==> config.mk <==
export PLATFORM = sky130hd
export DESIGN_NAME = text_line_splitter_with_metrics
export DESIGN_NICKNAME = d
export VERILOG_FILES = /design/src/design/tls_pkg.sv /design/src/design/tls_front.sv /design/src/design/tls_fifo.sv /design/src/design/tls_back.sv /design/src/design/text_line_splitter_with_metrics.sv
export SDC_FILE = /design/constraint.sdc
export NUM_CORES = 1
export LEC_CHECK = 0
export BUFFER_PORTS_ARGS = -buffer_cell sky130_fd_sc_hd__buf_4
export CELL_PAD_IN_SITES_DETAIL_PLACEMENT = 0
export CELL_PAD_IN_SITES_GLOBAL_PLACEMENT = 2
export CORE_ASPECT_RATIO = 1.75
export CORE_MARGIN = 10
export CORE_UTILIZATION = 38
export DETAILED_ROUTE_END_ITERATION = 10
export GPL_TIMING_DRIVEN = 0
export PLACE_DENSITY_LB_ADDON = 0.1
export SKIP_LAST_GASP = 1
export SLEW_MARGIN = 0
export SYNTH_ARGS = -nofsm -noshare
export SYNTH_HDL_FRONTEND = slang
export SYNTH_SLANG_ARGS = --single-unit
==> constraint.sdc <==
create_clock -name clock -period 8.2 [get_ports clock]
set_input_delay 1.23 -clock clock [delete_from_list [all_inputs] [get_ports clock]]
set_output_delay 1.23 -clock clock [all_outputs]
set_load 0.005 [all_outputs]
==> src/design/tls_pkg.sv <==
// ----------------------------------------------------------------------------
// tls_pkg: shared types and constants of the line splitter
// counter width, line ending codes and the operation record between front and back
// ----------------------------------------------------------------------------
package tls_pkg;

   localparam int COUNT_BITS = 32;
   localparam int OUT_W      = 32;
   localparam int CNT_W      = (COUNT_BITS < OUT_W) ? COUNT_BITS : OUT_W;

   localparam logic [7:0] LF_CODE = 8'h0A;
   localparam logic [7:0] CR_CODE = 8'h0D;

   localparam logic [1:0] KIND_NONE = 2'd0;
   localparam logic [1:0] KIND_LF   = 2'd1;
   localparam logic [1:0] KIND_CR   = 2'd2;
   localparam logic [1:0] KIND_CRLF = 2'd3;

   localparam int FIFO_DEPTH = 4;
   localparam int FIFO_AW    = 2;

   localparam int RSP_FIELD_W = 4 * OUT_W + 2;
   localparam int RSP_DATA_W  = ((RSP_FIELD_W + 7) / 8) * 8;

   // one classified byte: line closes in order, and a character to count
   typedef struct packed {
      logic            inc;
      logic [1:0]      cnt;
      logic [2:0][1:0] kind;
   } op_type;

endpackage

==> src/design/tls_front.sv <==
// ----------------------------------------------------------------------------
// tls_front: byte classifier
// tracks a pending cr and turns each request into a list of line closes
// ----------------------------------------------------------------------------
module tls_front (
   input  logic            clock,
   input  logic            reset,
   input  logic            req_tvalid,
   output logic            req_tready,
   input  logic [7:0]      text_byte,
   input  logic            end_of_text,
   input  logic            fifo_full,
   output logic            push,
   output tls_pkg::op_type op
);

   logic       cr_pending_ff;
   logic       cr_pending_in;
   logic       is_lf;
   logic       is_cr;
   logic [1:0] n;

   assign req_tready = !fifo_full;
   assign push       = req_tvalid && req_tready;
   assign is_lf      = (text_byte == tls_pkg::LF_CODE);
   assign is_cr      = (text_byte == tls_pkg::CR_CODE);

   always_comb begin
      op = '0;
      n  = 2'd0;
      if (cr_pending_ff && is_lf) begin
         op.kind[0] = tls_pkg::KIND_CRLF;
         n = 2'd1;
         if (end_of_text) begin
            op.kind[1] = tls_pkg::KIND_NONE;
            n = 2'd2;
         end
      end else begin
         if (cr_pending_ff) begin
            op.kind[0] = tls_pkg::KIND_CR;
            n = 2'd1;
         end
         if (is_lf) begin
            op.kind[n] = tls_pkg::KIND_LF;
            n = n + 2'd1;
            if (end_of_text) begin
               op.kind[n] = tls_pkg::KIND_NONE;
               n = n + 2'd1;
            end
         end else if (is_cr) begin
            if (end_of_text) begin
               op.kind[n] = tls_pkg::KIND_CR;
               n = n + 2'd1;
               op.kind[n] = tls_pkg::KIND_NONE;
               n = n + 2'd1;
            end
         end else begin
            // continuation bytes are not characters
            op.inc = (text_byte[7:6] != 2'b10);
            if (end_of_text) begin
               op.kind[n] = tls_pkg::KIND_NONE;
               n = n + 2'd1;
            end
         end
      end
      op.cnt = n;
   end

   assign cr_pending_in = push ? (is_cr && !end_of_text) : cr_pending_ff;

   always_ff @(posedge clock) begin
      if (reset) begin
         cr_pending_ff <= 1'b0;
      end else begin
         cr_pending_ff <= cr_pending_in;
      end
   end

endmodule

==> src/design/tls_fifo.sv <==
// ----------------------------------------------------------------------------
// tls_fifo: operation queue
// short first-in first-out queue between classifier and line counter
// ----------------------------------------------------------------------------
module tls_fifo (
   input  logic            clock,
   input  logic            reset,
   input  logic            push,
   input  tls_pkg::op_type push_op,
   input  logic            pop,
   output logic            full,
   output logic            head_valid,
   output tls_pkg::op_type head_op
);

   tls_pkg::op_type                    store_ff [tls_pkg::FIFO_DEPTH];
   logic [tls_pkg::FIFO_AW-1:0]        wr_ptr_ff, wr_ptr_in;
   logic [tls_pkg::FIFO_AW-1:0]        rd_ptr_ff, rd_ptr_in;
   logic [tls_pkg::FIFO_AW:0]          count_ff, count_in;
   logic                               do_pop;

   assign full       = (count_ff == (tls_pkg::FIFO_AW+1)'(tls_pkg::FIFO_DEPTH));
   assign head_valid = (count_ff != '0);
   assign head_op    = store_ff[rd_ptr_ff];
   assign do_pop     = pop && head_valid;

   assign wr_ptr_in = push ? wr_ptr_ff + 1'b1 : wr_ptr_ff;
   assign rd_ptr_in = do_pop ? rd_ptr_ff + 1'b1 : rd_ptr_ff;
   assign count_in  = count_ff + (tls_pkg::FIFO_AW+1)'(push)
                      - (tls_pkg::FIFO_AW+1)'(do_pop);

   always_ff @(posedge clock) begin
      if (push) begin
         store_ff[wr_ptr_ff] <= push_op;
      end
   end

   always_ff @(posedge clock) begin
      if (reset) begin
         wr_ptr_ff <= '0;
         rd_ptr_ff <= '0;
         count_ff  <= '0;
      end else begin
         wr_ptr_ff <= wr_ptr_in;
         rd_ptr_ff <= rd_ptr_in;
         count_ff  <= count_in;
      end
   end

endmodule

==> src/design/tls_back.sv <==
// ----------------------------------------------------------------------------
// tls_back: line counter and result register
// runs the queued line closes, keeps saturating counters, drives the result
// ----------------------------------------------------------------------------
module tls_back (
   input  logic                              clock,
   input  logic                              reset,
   input  logic                              head_valid,
   input  tls_pkg::op_type                   head_op,
   output logic                              pop,
   output logic                              rsp_tvalid,
   input  logic                              rsp_tready,
   output logic [tls_pkg::RSP_DATA_W-1:0]    rsp_tdata,
   output logic                              rsp_tuser,
   output logic                              rsp_tlast
);

   localparam int W = tls_pkg::CNT_W;

   function automatic logic [W-1:0] sat_add(input logic [W-1:0] a, input logic [W-1:0] b);
      logic [W:0] sum;
      sum = {1'b0, a} + {1'b0, b};
      return sum[W] ? {W{1'b1}} : sum[W-1:0];
   endfunction

   logic [W-1:0] chars_ff, chars_in;
   logic [W-1:0] start_ff, start_in;
   logic [W-1:0] line_ff, line_in;
   logic [1:0]   step_ff, step_in;

   logic                          rsp_valid_ff, rsp_valid_in;
   logic [tls_pkg::OUT_W-1:0]     line_number_ff, start_char_ff, body_chars_ff, total_width_ff;
   logic [1:0]                    kind_out_ff;
   logic                          final_ff, last_ff;

   logic         out_free;
   logic         emit;
   logic         count_only;
   logic [1:0]   kind;
   logic         is_none;
   logic         is_last;
   logic [W-1:0] chars_eff;
   logic [W-1:0] end_w;
   logic [W-1:0] width;

   assign out_free   = !rsp_valid_ff || rsp_tready;
   assign count_only = head_valid && (head_op.cnt == 2'd0);
   assign emit       = head_valid && (head_op.cnt != 2'd0) && out_free;
   assign kind       = head_op.kind[step_ff];
   assign is_none    = (kind == tls_pkg::KIND_NONE);
   assign is_last    = (step_ff == head_op.cnt - 2'd1);
   assign chars_eff  = (is_none && head_op.inc) ? sat_add(chars_ff, W'(1)) : chars_ff;
   assign end_w      = (kind == tls_pkg::KIND_CRLF) ? W'(2) : (is_none ? W'(0) : W'(1));
   assign width      = sat_add(chars_eff, end_w);
   assign pop        = count_only || (emit && is_last);

   always_comb begin
      chars_in = chars_ff;
      start_in = start_ff;
      line_in  = line_ff;
      step_in  = step_ff;
      if (count_only) begin
         if (head_op.inc) begin
            chars_in = sat_add(chars_ff, W'(1));
         end
      end else if (emit) begin
         step_in = is_last ? 2'd0 : step_ff + 2'd1;
         if (is_none) begin
            // end of text clears all counters
            chars_in = '0;
            start_in = '0;
            line_in  = '0;
         end else begin
            chars_in = (is_last && head_op.inc) ? W'(1) : '0;
            start_in = sat_add(start_ff, width);
            line_in  = sat_add(line_ff, W'(1));
         end
      end
   end

   assign rsp_valid_in = emit ? 1'b1 : (rsp_tready ? 1'b0 : rsp_valid_ff);

   always_ff @(posedge clock) begin
      if (reset) begin
         chars_ff     <= '0;
         start_ff     <= '0;
         line_ff      <= '0;
         step_ff      <= '0;
         rsp_valid_ff <= 1'b0;
      end else begin
         chars_ff     <= chars_in;
         start_ff     <= start_in;
         line_ff      <= line_in;
         step_ff      <= step_in;
         rsp_valid_ff <= rsp_valid_in;
      end
   end

   always_ff @(posedge clock) begin
      if (emit) begin
         line_number_ff <= tls_pkg::OUT_W'(line_ff);
         start_char_ff  <= tls_pkg::OUT_W'(start_ff);
         body_chars_ff  <= tls_pkg::OUT_W'(chars_eff);
         total_width_ff <= tls_pkg::OUT_W'(width);
         kind_out_ff    <= kind;
         final_ff       <= is_none;
         last_ff        <= is_last;
      end
   end

   assign rsp_tvalid = rsp_valid_ff;
   assign rsp_tdata  = tls_pkg::RSP_DATA_W'({total_width_ff, kind_out_ff, body_chars_ff,
                                             start_char_ff, line_number_ff});
   assign rsp_tuser  = final_ff;
   assign rsp_tlast  = last_ff;

endmodule

==> src/design/text_line_splitter_with_metrics.sv <==
// ----------------------------------------------------------------------------
// text_line_splitter_with_metrics: utf-8 line splitter
// splits a byte stream at lf, cr and crlf and reports per-line metrics
//
//   channel  dir  width  contents
//   req      in   8      text byte, tlast = end of text
//   rsp      out  136    line metrics, tuser = final line, tlast = last of request
//
// one request per cycle enters the classifier while the queue has room
// the line counter gives one result per cycle while the result channel can take it
// requests with no result leave the line counter without waiting for an output slot
// a four-entry queue lets the classifier run ahead of a stalled result channel
// synchronous active-high reset clears the pending cr, the counters and the queue
// ----------------------------------------------------------------------------
module text_line_splitter_with_metrics (
   input  logic                           clock,
   input  logic                           reset,
   input  logic                           req_tvalid,
   output logic                           req_tready,
   input  logic [7:0]                     req_tdata,  // text_byte
   input  logic                           req_tlast,
   output logic                           rsp_tvalid,
   input  logic                           rsp_tready,
   // line_number, start_char, body_chars, ending_kind, total_width, zero fill
   output logic [tls_pkg::RSP_DATA_W-1:0] rsp_tdata,
   output logic                           rsp_tuser,  // final_line
   output logic                           rsp_tlast
);

   tls_pkg::op_type push_op;
   tls_pkg::op_type head_op;
   logic            push;
   logic            pop;
   logic            full;
   logic            head_valid;

   tls_front u_front (
      .clock       (clock),
      .reset       (reset),
      .req_tvalid  (req_tvalid),
      .req_tready  (req_tready),
      .text_byte   (req_tdata),
      .end_of_text (req_tlast),
      .fifo_full   (full),
      .push        (push),
      .op          (push_op)
   );

   tls_fifo u_fifo (
      .clock      (clock),
      .reset      (reset),
      .push       (push),
      .push_op    (push_op),
      .pop        (pop),
      .full       (full),
      .head_valid (head_valid),
      .head_op    (head_op)
   );

   tls_back u_back (
      .clock      (clock),
      .reset      (reset),
      .head_valid (head_valid),
      .head_op    (head_op),
      .pop        (pop),
      .rsp_tvalid (rsp_tvalid),
      .rsp_tready (rsp_tready),
      .rsp_tdata  (rsp_tdata),
      .rsp_tuser  (rsp_tuser),
      .rsp_tlast  (rsp_tlast)
   );

   // the final line always ends its request
   a_final_is_last: assert property (@(posedge clock) disable iff (reset)
      rsp_tvalid && rsp_tuser |-> rsp_tlast)
      else $error("final line not last of request");

   // a line without ending is exactly the final line
   a_none_is_final: assert property (@(posedge clock) disable iff (reset)
      rsp_tvalid |-> ((rsp_tdata[97:96] == tls_pkg::KIND_NONE) == rsp_tuser))
      else $error("ending kind and final flag disagree");

   // a line without ending has width equal to its body
   a_none_width: assert property (@(posedge clock) disable iff (reset)
      rsp_tvalid && rsp_tuser |-> (rsp_tdata[129:98] == rsp_tdata[95:64]))
      else $error("final line width differs from body");

   // no request is taken while the queue is full
   a_no_overflow: assert property (@(posedge clock) disable iff (reset)
      full |-> !push)
      else $error("push into full queue");

endmodule
==> results.md, run 1 <==
- Status: finished, final reports clean
- DRT Wirelength: around 44 mm
- Die Area: 44900 um2
- GRT Overall Usage: 0.195
- Max clock buf depth: 3
- Cell taking the most area after synthesis: edfxtp_1
- Final hold violations: 0
- Area Growth Syn to Fin: 19.5%
- Ys flop type: edfxtp_1
- Req. time, crit path: slightly below 9000 ps
- GP Congestion: ~0.91
- Hold Slack: approximately 460 ps
- Die H: roughly 270 um
- Final antenna diode count: 0
- Hold-fix buffers, CTS: 0
- Die width: ~160 um
- Clock Sinks: around 270
- Starting Density: 0.385
- Hold Crit Start: u_back.start_ff[22]
- FF+latch count, synth: between 200 and 300
- Core Region: approximately 36000 um2
- Slew Limit Headroom: 0.0760
- Routed vias/inst: ~5.4
- Drt initial violations: 570
- Hold Path Stages: 2
- Fillers: 3519
- Drt pass-1 iters: 6
- Register area share after synthesis: 0.503
- Synth area leaders: edfxtp_1 (35%), dfxtp_1 (16%), ha_1 (4.3%)
- First-pass GRT wire length: a little under 70 mm
- Area of placed instances: 15600 um2
- CP Class: reg -> reg
- Min-Delay Endpoint: u_back.start_ff[22]
- Critical Path End Type: flop
- EDFF count, synth: 160
- Worst Skew: around 24 ps
- R2R Path End: u_back.start_ff[31]
- VDD IR max: 163 uV
- Number of CTS-inserted buffers: 26
- CP Launch Type: flop
- Flop-to-flop setup slack: between 500 and 600 ps
- R2R cell count: 27
- Largest net degree at the start of global routing: 74
- TritonCTS clock tree: done
- MaxCap Viol Count: 0
- Pin slew with the least headroom to its limit: ~1400 ps
- Clk pin slew, worst setup/hold paths: 70 ps
- Post-synthesis async set-or-reset flop share: 0
- Final Max Tran Viols: 0
- # IOs: 153
- # nets final: ~1700
- Clock Latency Late Sink: between 500 and 600 ps
- Leakage: between 6 and 7 nW
- Fmax: about 130 MHz
- Synthesized instance count: 1425
- Final Cycle Share: 0.930
- Vias post-DR: approximately 11000
- Final Setup Violations: 0
- Global route overflow: 0
- Yosys warns: 0
- Post-synth cell types: 75
- Synth Area per Inst: just under 10 um2
- Hold Crit Class: reg -> reg
- Yosys top cell area share: 0.346
- Residual DRC: 0
- Number of global-route vias before repair: 11263
- Share of layout cells above drive strength 1: 0.161
- PD cells: between 300 and 400 nW/um2
- Rows: between 90 and 100
- Crit path DAT: roughly 8000 ps
- Final Critical Period: 7630 ps
- Post-DRT Antenna Nets: 0
- H-tree levels: 1
- DP Wirelength: about 35 mm
- Synthesized area: roughly 14000 um2
- Port-buffer cells: between 100 and 150
- CP max FO: 10
- Post-DR wirelength/cell: between 20 and 25 um
- Antenna violations before repair: 0
- RSZ-0062 raised after global routing: false
- Root Driver: clkbuf_16
- Post-route cell area: about 17000 um2
## how the worst max path moves through the flow
stage	from	slack, ps	to
finish	flop	570	u_back.start_ff[31]
global route	flop	110	u_back.start_ff[31]
CTS	flop	20	u_back.start_ff[31]
detailed placement	flop	-780	u_back.start_ff[31]
global placement	u_back.chars_ff[0]	-830	u_back.start_ff[31]
floorplan	rsp_tready	1980	u_back.body_chars_ff[0]
## cells in the final DEF, fill, tap and decap left out, types with 22 or more instances in the layout
cell,n
buf_4,162
xor2_1,23
and3_1,28
clkbuf_16,26
clkbuf_1,42
nand4_1,23
xnor2_1,29
o21ai_0,89
a21o_1,22
a21oi_1,114
edfxtp_1,160
a31oi_1,33
nor2_1,142
nand2_1,147
nor3_1,71
dfxtp_1,109
nand3_1,44
ha_1,48
inv_1,38
## power by group
part | switching (W) | internal (W) | total (W)
combinational | 0.00107 | 0.000666 | 0.00174
clock | 0.000555 | 0.000729 | 0.00128
sequential | 0.000150 | 0.00189 | 0.00204
## synthesized netlist by cell type, types with 16 or more instances
library cell and n:
nand4_1 23, dfxtp_1 109, a211oi_1 20, nand2_1 147, a21o_1 22, ha_1 48, and2_1 16, o21ai_0 89
inv_1 38, nor2_1 143, nor3_1 71, a31oi_1 33, xor2_1 23, nand3_1 44, clkbuf_1 48, and3_1 28
xnor2_1 29, a21oi_1 115, and4_1 18, edfxtp_1 160, a41oi_1 16
## per-layer routing
metal / wire [um] / vias to the layer above / part of all wire / GRT usage
li1: - / 5658 / - / -
met1: 17300 / 5359 / 0.39 / 0.218
met2: 22900 / 297 / 0.51 / 0.351
met3: 2030 / 104 / 0.046 / 0.0285
met4: 2240 / 0 / 0.050 / 0.0968
met5: 0 / - / 0 / 0
## kinds of logic (layout without fill, tap and decap cells)
group / count (synthesis) / after routing / share of synthesized area
mux: 11 / 11 / 0.0142
other cells: 1 / 6 / 0.000270
xor+xnor: 52 / 52 / 0.0328
compound gates: 366 / 366 / 0.162
simple gates: 560 / 560 / 0.203
fa+ha+maj: 51 / 51 / 0.0476
buf+inv: 115 / 311 / 0.0376
flops: 269 / 269 / 0.503
## timing repair
item	4_1_cts	5_1_grt
buffers inserted	2	2
gates resized for setup	6	3
endpoints found under the setup margin	32	32
pin swaps	2	1
## registers in the layout, summed over array words and instances, names as in the netlist, 2 cells and up, named ones only
signal,cells
u_fifo.store_ff,28
u_back.body_chars_ff,32
u_back.start_char_ff,32
u_back.line_ff,32
u_back.step_ff,2
u_back.total_width_ff,32
u_fifo.wr_ptr_ff,2
u_fifo.rd_ptr_ff,2
u_back.kind_out_ff,2
u_back.line_number_ff,32
u_back.start_ff,32
u_fifo.count_ff,3
u_back.chars_ff,32
## final cells by class
| class | count | area, um2 | share of cell area |
|---|---|---|---|
| multi-input combinational | 1046 | 6420 | 0.387 |
| clock inverter | 19 | 221 | 0.0133 |
| sequential | 269 | 6990 | 0.421 |
| timing repair buffer | 151 | 1170 | 0.0707 |
| inverter | 38 | 143 | 0.00860 |
| buffer | 74 | 375 | 0.0226 |
| tap | 470 | 588 | 0.0354 |
| clock buffer | 29 | 682 | 0.0411 |
## worst max-delay path, stage by stage (launching register included)
cell and delay, ps:
dfxtp_1 310, buf_4 190, mux4_2 520, nand2b_1 90
a21o_1 140, ha_1 370, clkbuf_1 650, and3_1 390
a31oi_1 120, a31o_2 290, nor3_1 370, nand4_2 310
nor3_4 320, nand2_4 130, nand2b_1 160, ha_1 240
inv_1 70, fa_1 400, nand2b_1 190, a21oi_1 290
o2111ai_1 230, a41oi_2 250, a311oi_1 210, or2_2 370
a21oi_1 240, clkbuf_2 330, nand2_1 160, o211ai_1 190
## through the flow
stage	total power (W)	TNS, ps	utilization	worst slack (ps)	cells
2_1_floorplan	0.00294	0	-	1980	1430
3_3_place_gp	0.00392	-69160	0.432	-825	2045
5_1_grt	0.00537	0	0.461	111	2096
3_5_place_dp	0.00387	-20910	0.434	-781	2047
4_1_cts	0.00516	0	0.460	20.7	2096
6_report	0.00507	0	0.461	574	2096
(Power assumes the default switching activity.)
==> inputs of run 2 (changes only) <==
Settings changed: CORE_UTILIZATION 38 to 34.
Clock period 8.2 ns to 6.7 ns, I/O delays scaled along.
==> run 2 against run 1 <==
  * Clock power rose by 32%
  * Clock-buffer cell count up 3
  * First-iteration DRC count increased by 15%
  * Largest cell class unchanged
==> results.md, run 2 (synthesized netlist as in run 1, its figures left out) <==
- Antenna violations before repair: 1 (was 0)
- Crit path DAT: 6860 ps (was 8110 ps)
- Drt pass-1 iters: 5 (was 6)
- Most frequent cells in the layout: buf_4 (174), edfxtp_1 (160), nand2_1 (146) (was buf_4 (162), edfxtp_1 (160), nand2_1 (147))
- Share of layout cells above drive strength 1: 0.189 (was 0.161)
- Fmax: 157 MHz (was 131 MHz)
- DP Wirelength: 35.9 mm (was 34.6 mm)
- Post-DR wirelength/cell: 21.4 um (was 21.2 um)
- Global route overflow: 0 (unchanged)
- CP max FO: 10 (unchanged)
- Number of CTS-inserted buffers: 27 (was 26)
- Starting Density: 0.346 (was 0.385)
- Clk pin slew, worst setup/hold paths: 70 ps (about the same)
- Port-buffer cells: 145 (unchanged)
- Pint: 0.00425 W (was 0.00329 W)
- Sw Share: 0.348 (was 0.351)
- Max clock buf depth: 3 (unchanged)
- Req. time, crit path: 7180 ps (was 8690 ps)
- Final Max Tran Viols: 0 (unchanged)
- Leakage: 6.75 nW (was 6.56 nW)
- Number of global-route vias before repair: 11348 (was 11263)
- # IOs: 153 (unchanged)
- Fillers: 3966 (was 3519)
- Placed Instances: 2121 (was 2047)
- DRT Wirelength: 46.8 mm (was 44.4 mm)
- Reg area: 6990 um2 (about the same)
- Status: finished, final reports clean (unchanged)
- Drt initial violations: 654 (was 570)
- Clock Sinks: 269 (unchanged)
- Area occupied by multi-input gates: 6620 um2 (was 6420 um2)
- Final Cycle Share: 0.953 (was 0.930)
- Routed vias/inst: 5.30 (was 5.45)
- Die H: 287 um (was 273 um)
- P_sw: 0.00227 W (was 0.00178 W)
- Sequential group share of total power: 0.384 (was 0.403)
- Worst Skew: 21.7 ps (was 24.4 ps)
- Final cell utilization of the core: 0.427 (was 0.461)
- Critical Path End Type: flop (unchanged)
- Slew Limit Headroom: 0.117 (was 0.0760)
- Area Growth Syn to Fin: 23.6% (was 19.5%)
- RSZ-0062 raised after global routing: false (unchanged)
- Pin slew with the least headroom to its limit: 1310 ps (was 1370 ps)
- Comb power frac: 0.356 (was 0.343)
- Slowest cell on crit path: mux4_2 (was clkbuf_1)
- First-pass GRT wire length: 70.3 mm (was 68.1 mm)
- GRT Overall Usage: 0.181 (was 0.195)
- Largest stage delay, worst path: 520 ps (was 650 ps)
- VDD IR max: 193 uV (was 163 uV)
- TritonCTS clock tree: done (unchanged)
- Vias post-DR: 11603 (was 11418)
- H-tree levels: 1 (unchanged)
- Final Critical Period: 6380 ps (was 7630 ps)
- Core Region: 40200 um2 (was 36000 um2)
- CP Class: reg -> reg (unchanged)
- Most Frequent Cell on Critical Path: nor3_1 (was nand2b_1)
- Clock share of power: 0.260 (was 0.254)
- PD cells: 380 nW/um2 (was 305 nW/um2)
- Hold Crit Class: reg -> reg (unchanged)
- MaxCap Viol Count: 0 (unchanged)
- # nets final: 1688 (was 1670)
- Residual DRC: 0 (unchanged)
- Post-DRT Antenna Nets: 0 (unchanged)
- Clock Latency Late Sink: 580 ps (about the same)
- Most common cell after layout, fill and taps aside: buf_4 (unchanged)
- GP Congestion: 0.914 (was 0.906)
- Final hold violations: 0 (unchanged)
- Rows: 97 (was 92)
- Root Driver: clkbuf_16 (unchanged)
- Non-filler cells, final: 2189 (was 2096)
- Largest net degree at the start of global routing: 75 (was 74)
- Final Setup Violations: 0 (unchanged)
- Die width: 173 um (was 164 um)
- CP Launch Type: flop (unchanged)
- Die Area: 49600 um2 (was 44900 um2)
run 2: final cells by class:
cell class,count,area share
multi-input combinational,1046,0.386
buffer,76,0.0263
sequential,269,0.407
clock buffer,32,0.0416
inverter,38,0.00831
tap,544,0.0397
timing repair buffer,166,0.0750
clock inverter,17,0.0157
antenna,1,0.000146
run 2: critical path: cells and delay by family (launching register included):
| kind | cells | cell delay (ps) |
|---|---|---|
| AO/OA/AOI/OAI | 6 | 1120 |
| XOR/XNOR | 1 | 150 |
| adder cells (fa/ha/maj) | 3 | 810 |
| buffers and inverters | 6 | 930 |
| flip-flops | 1 | 320 |
| multiplexers | 1 | 520 |
| AND/OR/NAND/NOR | 12 | 2400 |
run 2: power groups by stage:
stage / clock, W / combinational, W / sequential [W]
global route: 0.00180 / 0.00252 / 0.00255
CTS: 0.00174 / 0.00235 / 0.00251
finish: 0.00169 / 0.00232 / 0.00250
floorplan: 0 / 0.00100 / 0.00260
detailed placement: 0 / 0.00223 / 0.00254
global placement: 0 / 0.00219 / 0.00264
run 2: routing by layer:
layer	vias up	track usage	part of all wire
li1	5687	-	-
met1	5527	0.197	0.39
met2	302	0.338	0.53
met3	87	0.0264	0.040
met4	0	0.0835	0.043
met5	-	0	0
run 2: path summary, 6_finish.rpt:
| path | from | endpoint | slack (ps) | cells past startpoint |
|---|---|---|---|---|
| worst max register to register | flop | u_back.start_ff[11] | 320 | 29 |
| worst min register to register | u_back.line_ff[8] | u_back.line_number_ff[8] | 460 | 0 |
| worst max-delay path | flop | u_back.start_ff[11] | 320 | 29 |
| worst min-delay path | u_back.line_ff[8] | u_back.line_number_ff[8] | 460 | 0 |
run 2: timing repair:
action,in CTS,in global routing
hold buffers,0,0
pin swaps,13,12
setup buffers,12,5
gates resized for setup,46,24
gates cloned,2,0
endpoints found under the setup margin,32,32
run 2: stage by stage:
step	hold slack [ps]	power, W	setup TNS (ps)	instance area (um2)	setup WS, ps
after floorplan	423	0.00360	0	13900	493
after global placement	440	0.00483	-300260	15700	-2490
after detailed placement	449	0.00478	-73070	15700	-2420
after CTS	463	0.00661	0	17000	16.4
after global routing	477	0.00686	0	17200	8.42
final	458	0.00652	0	17200	316
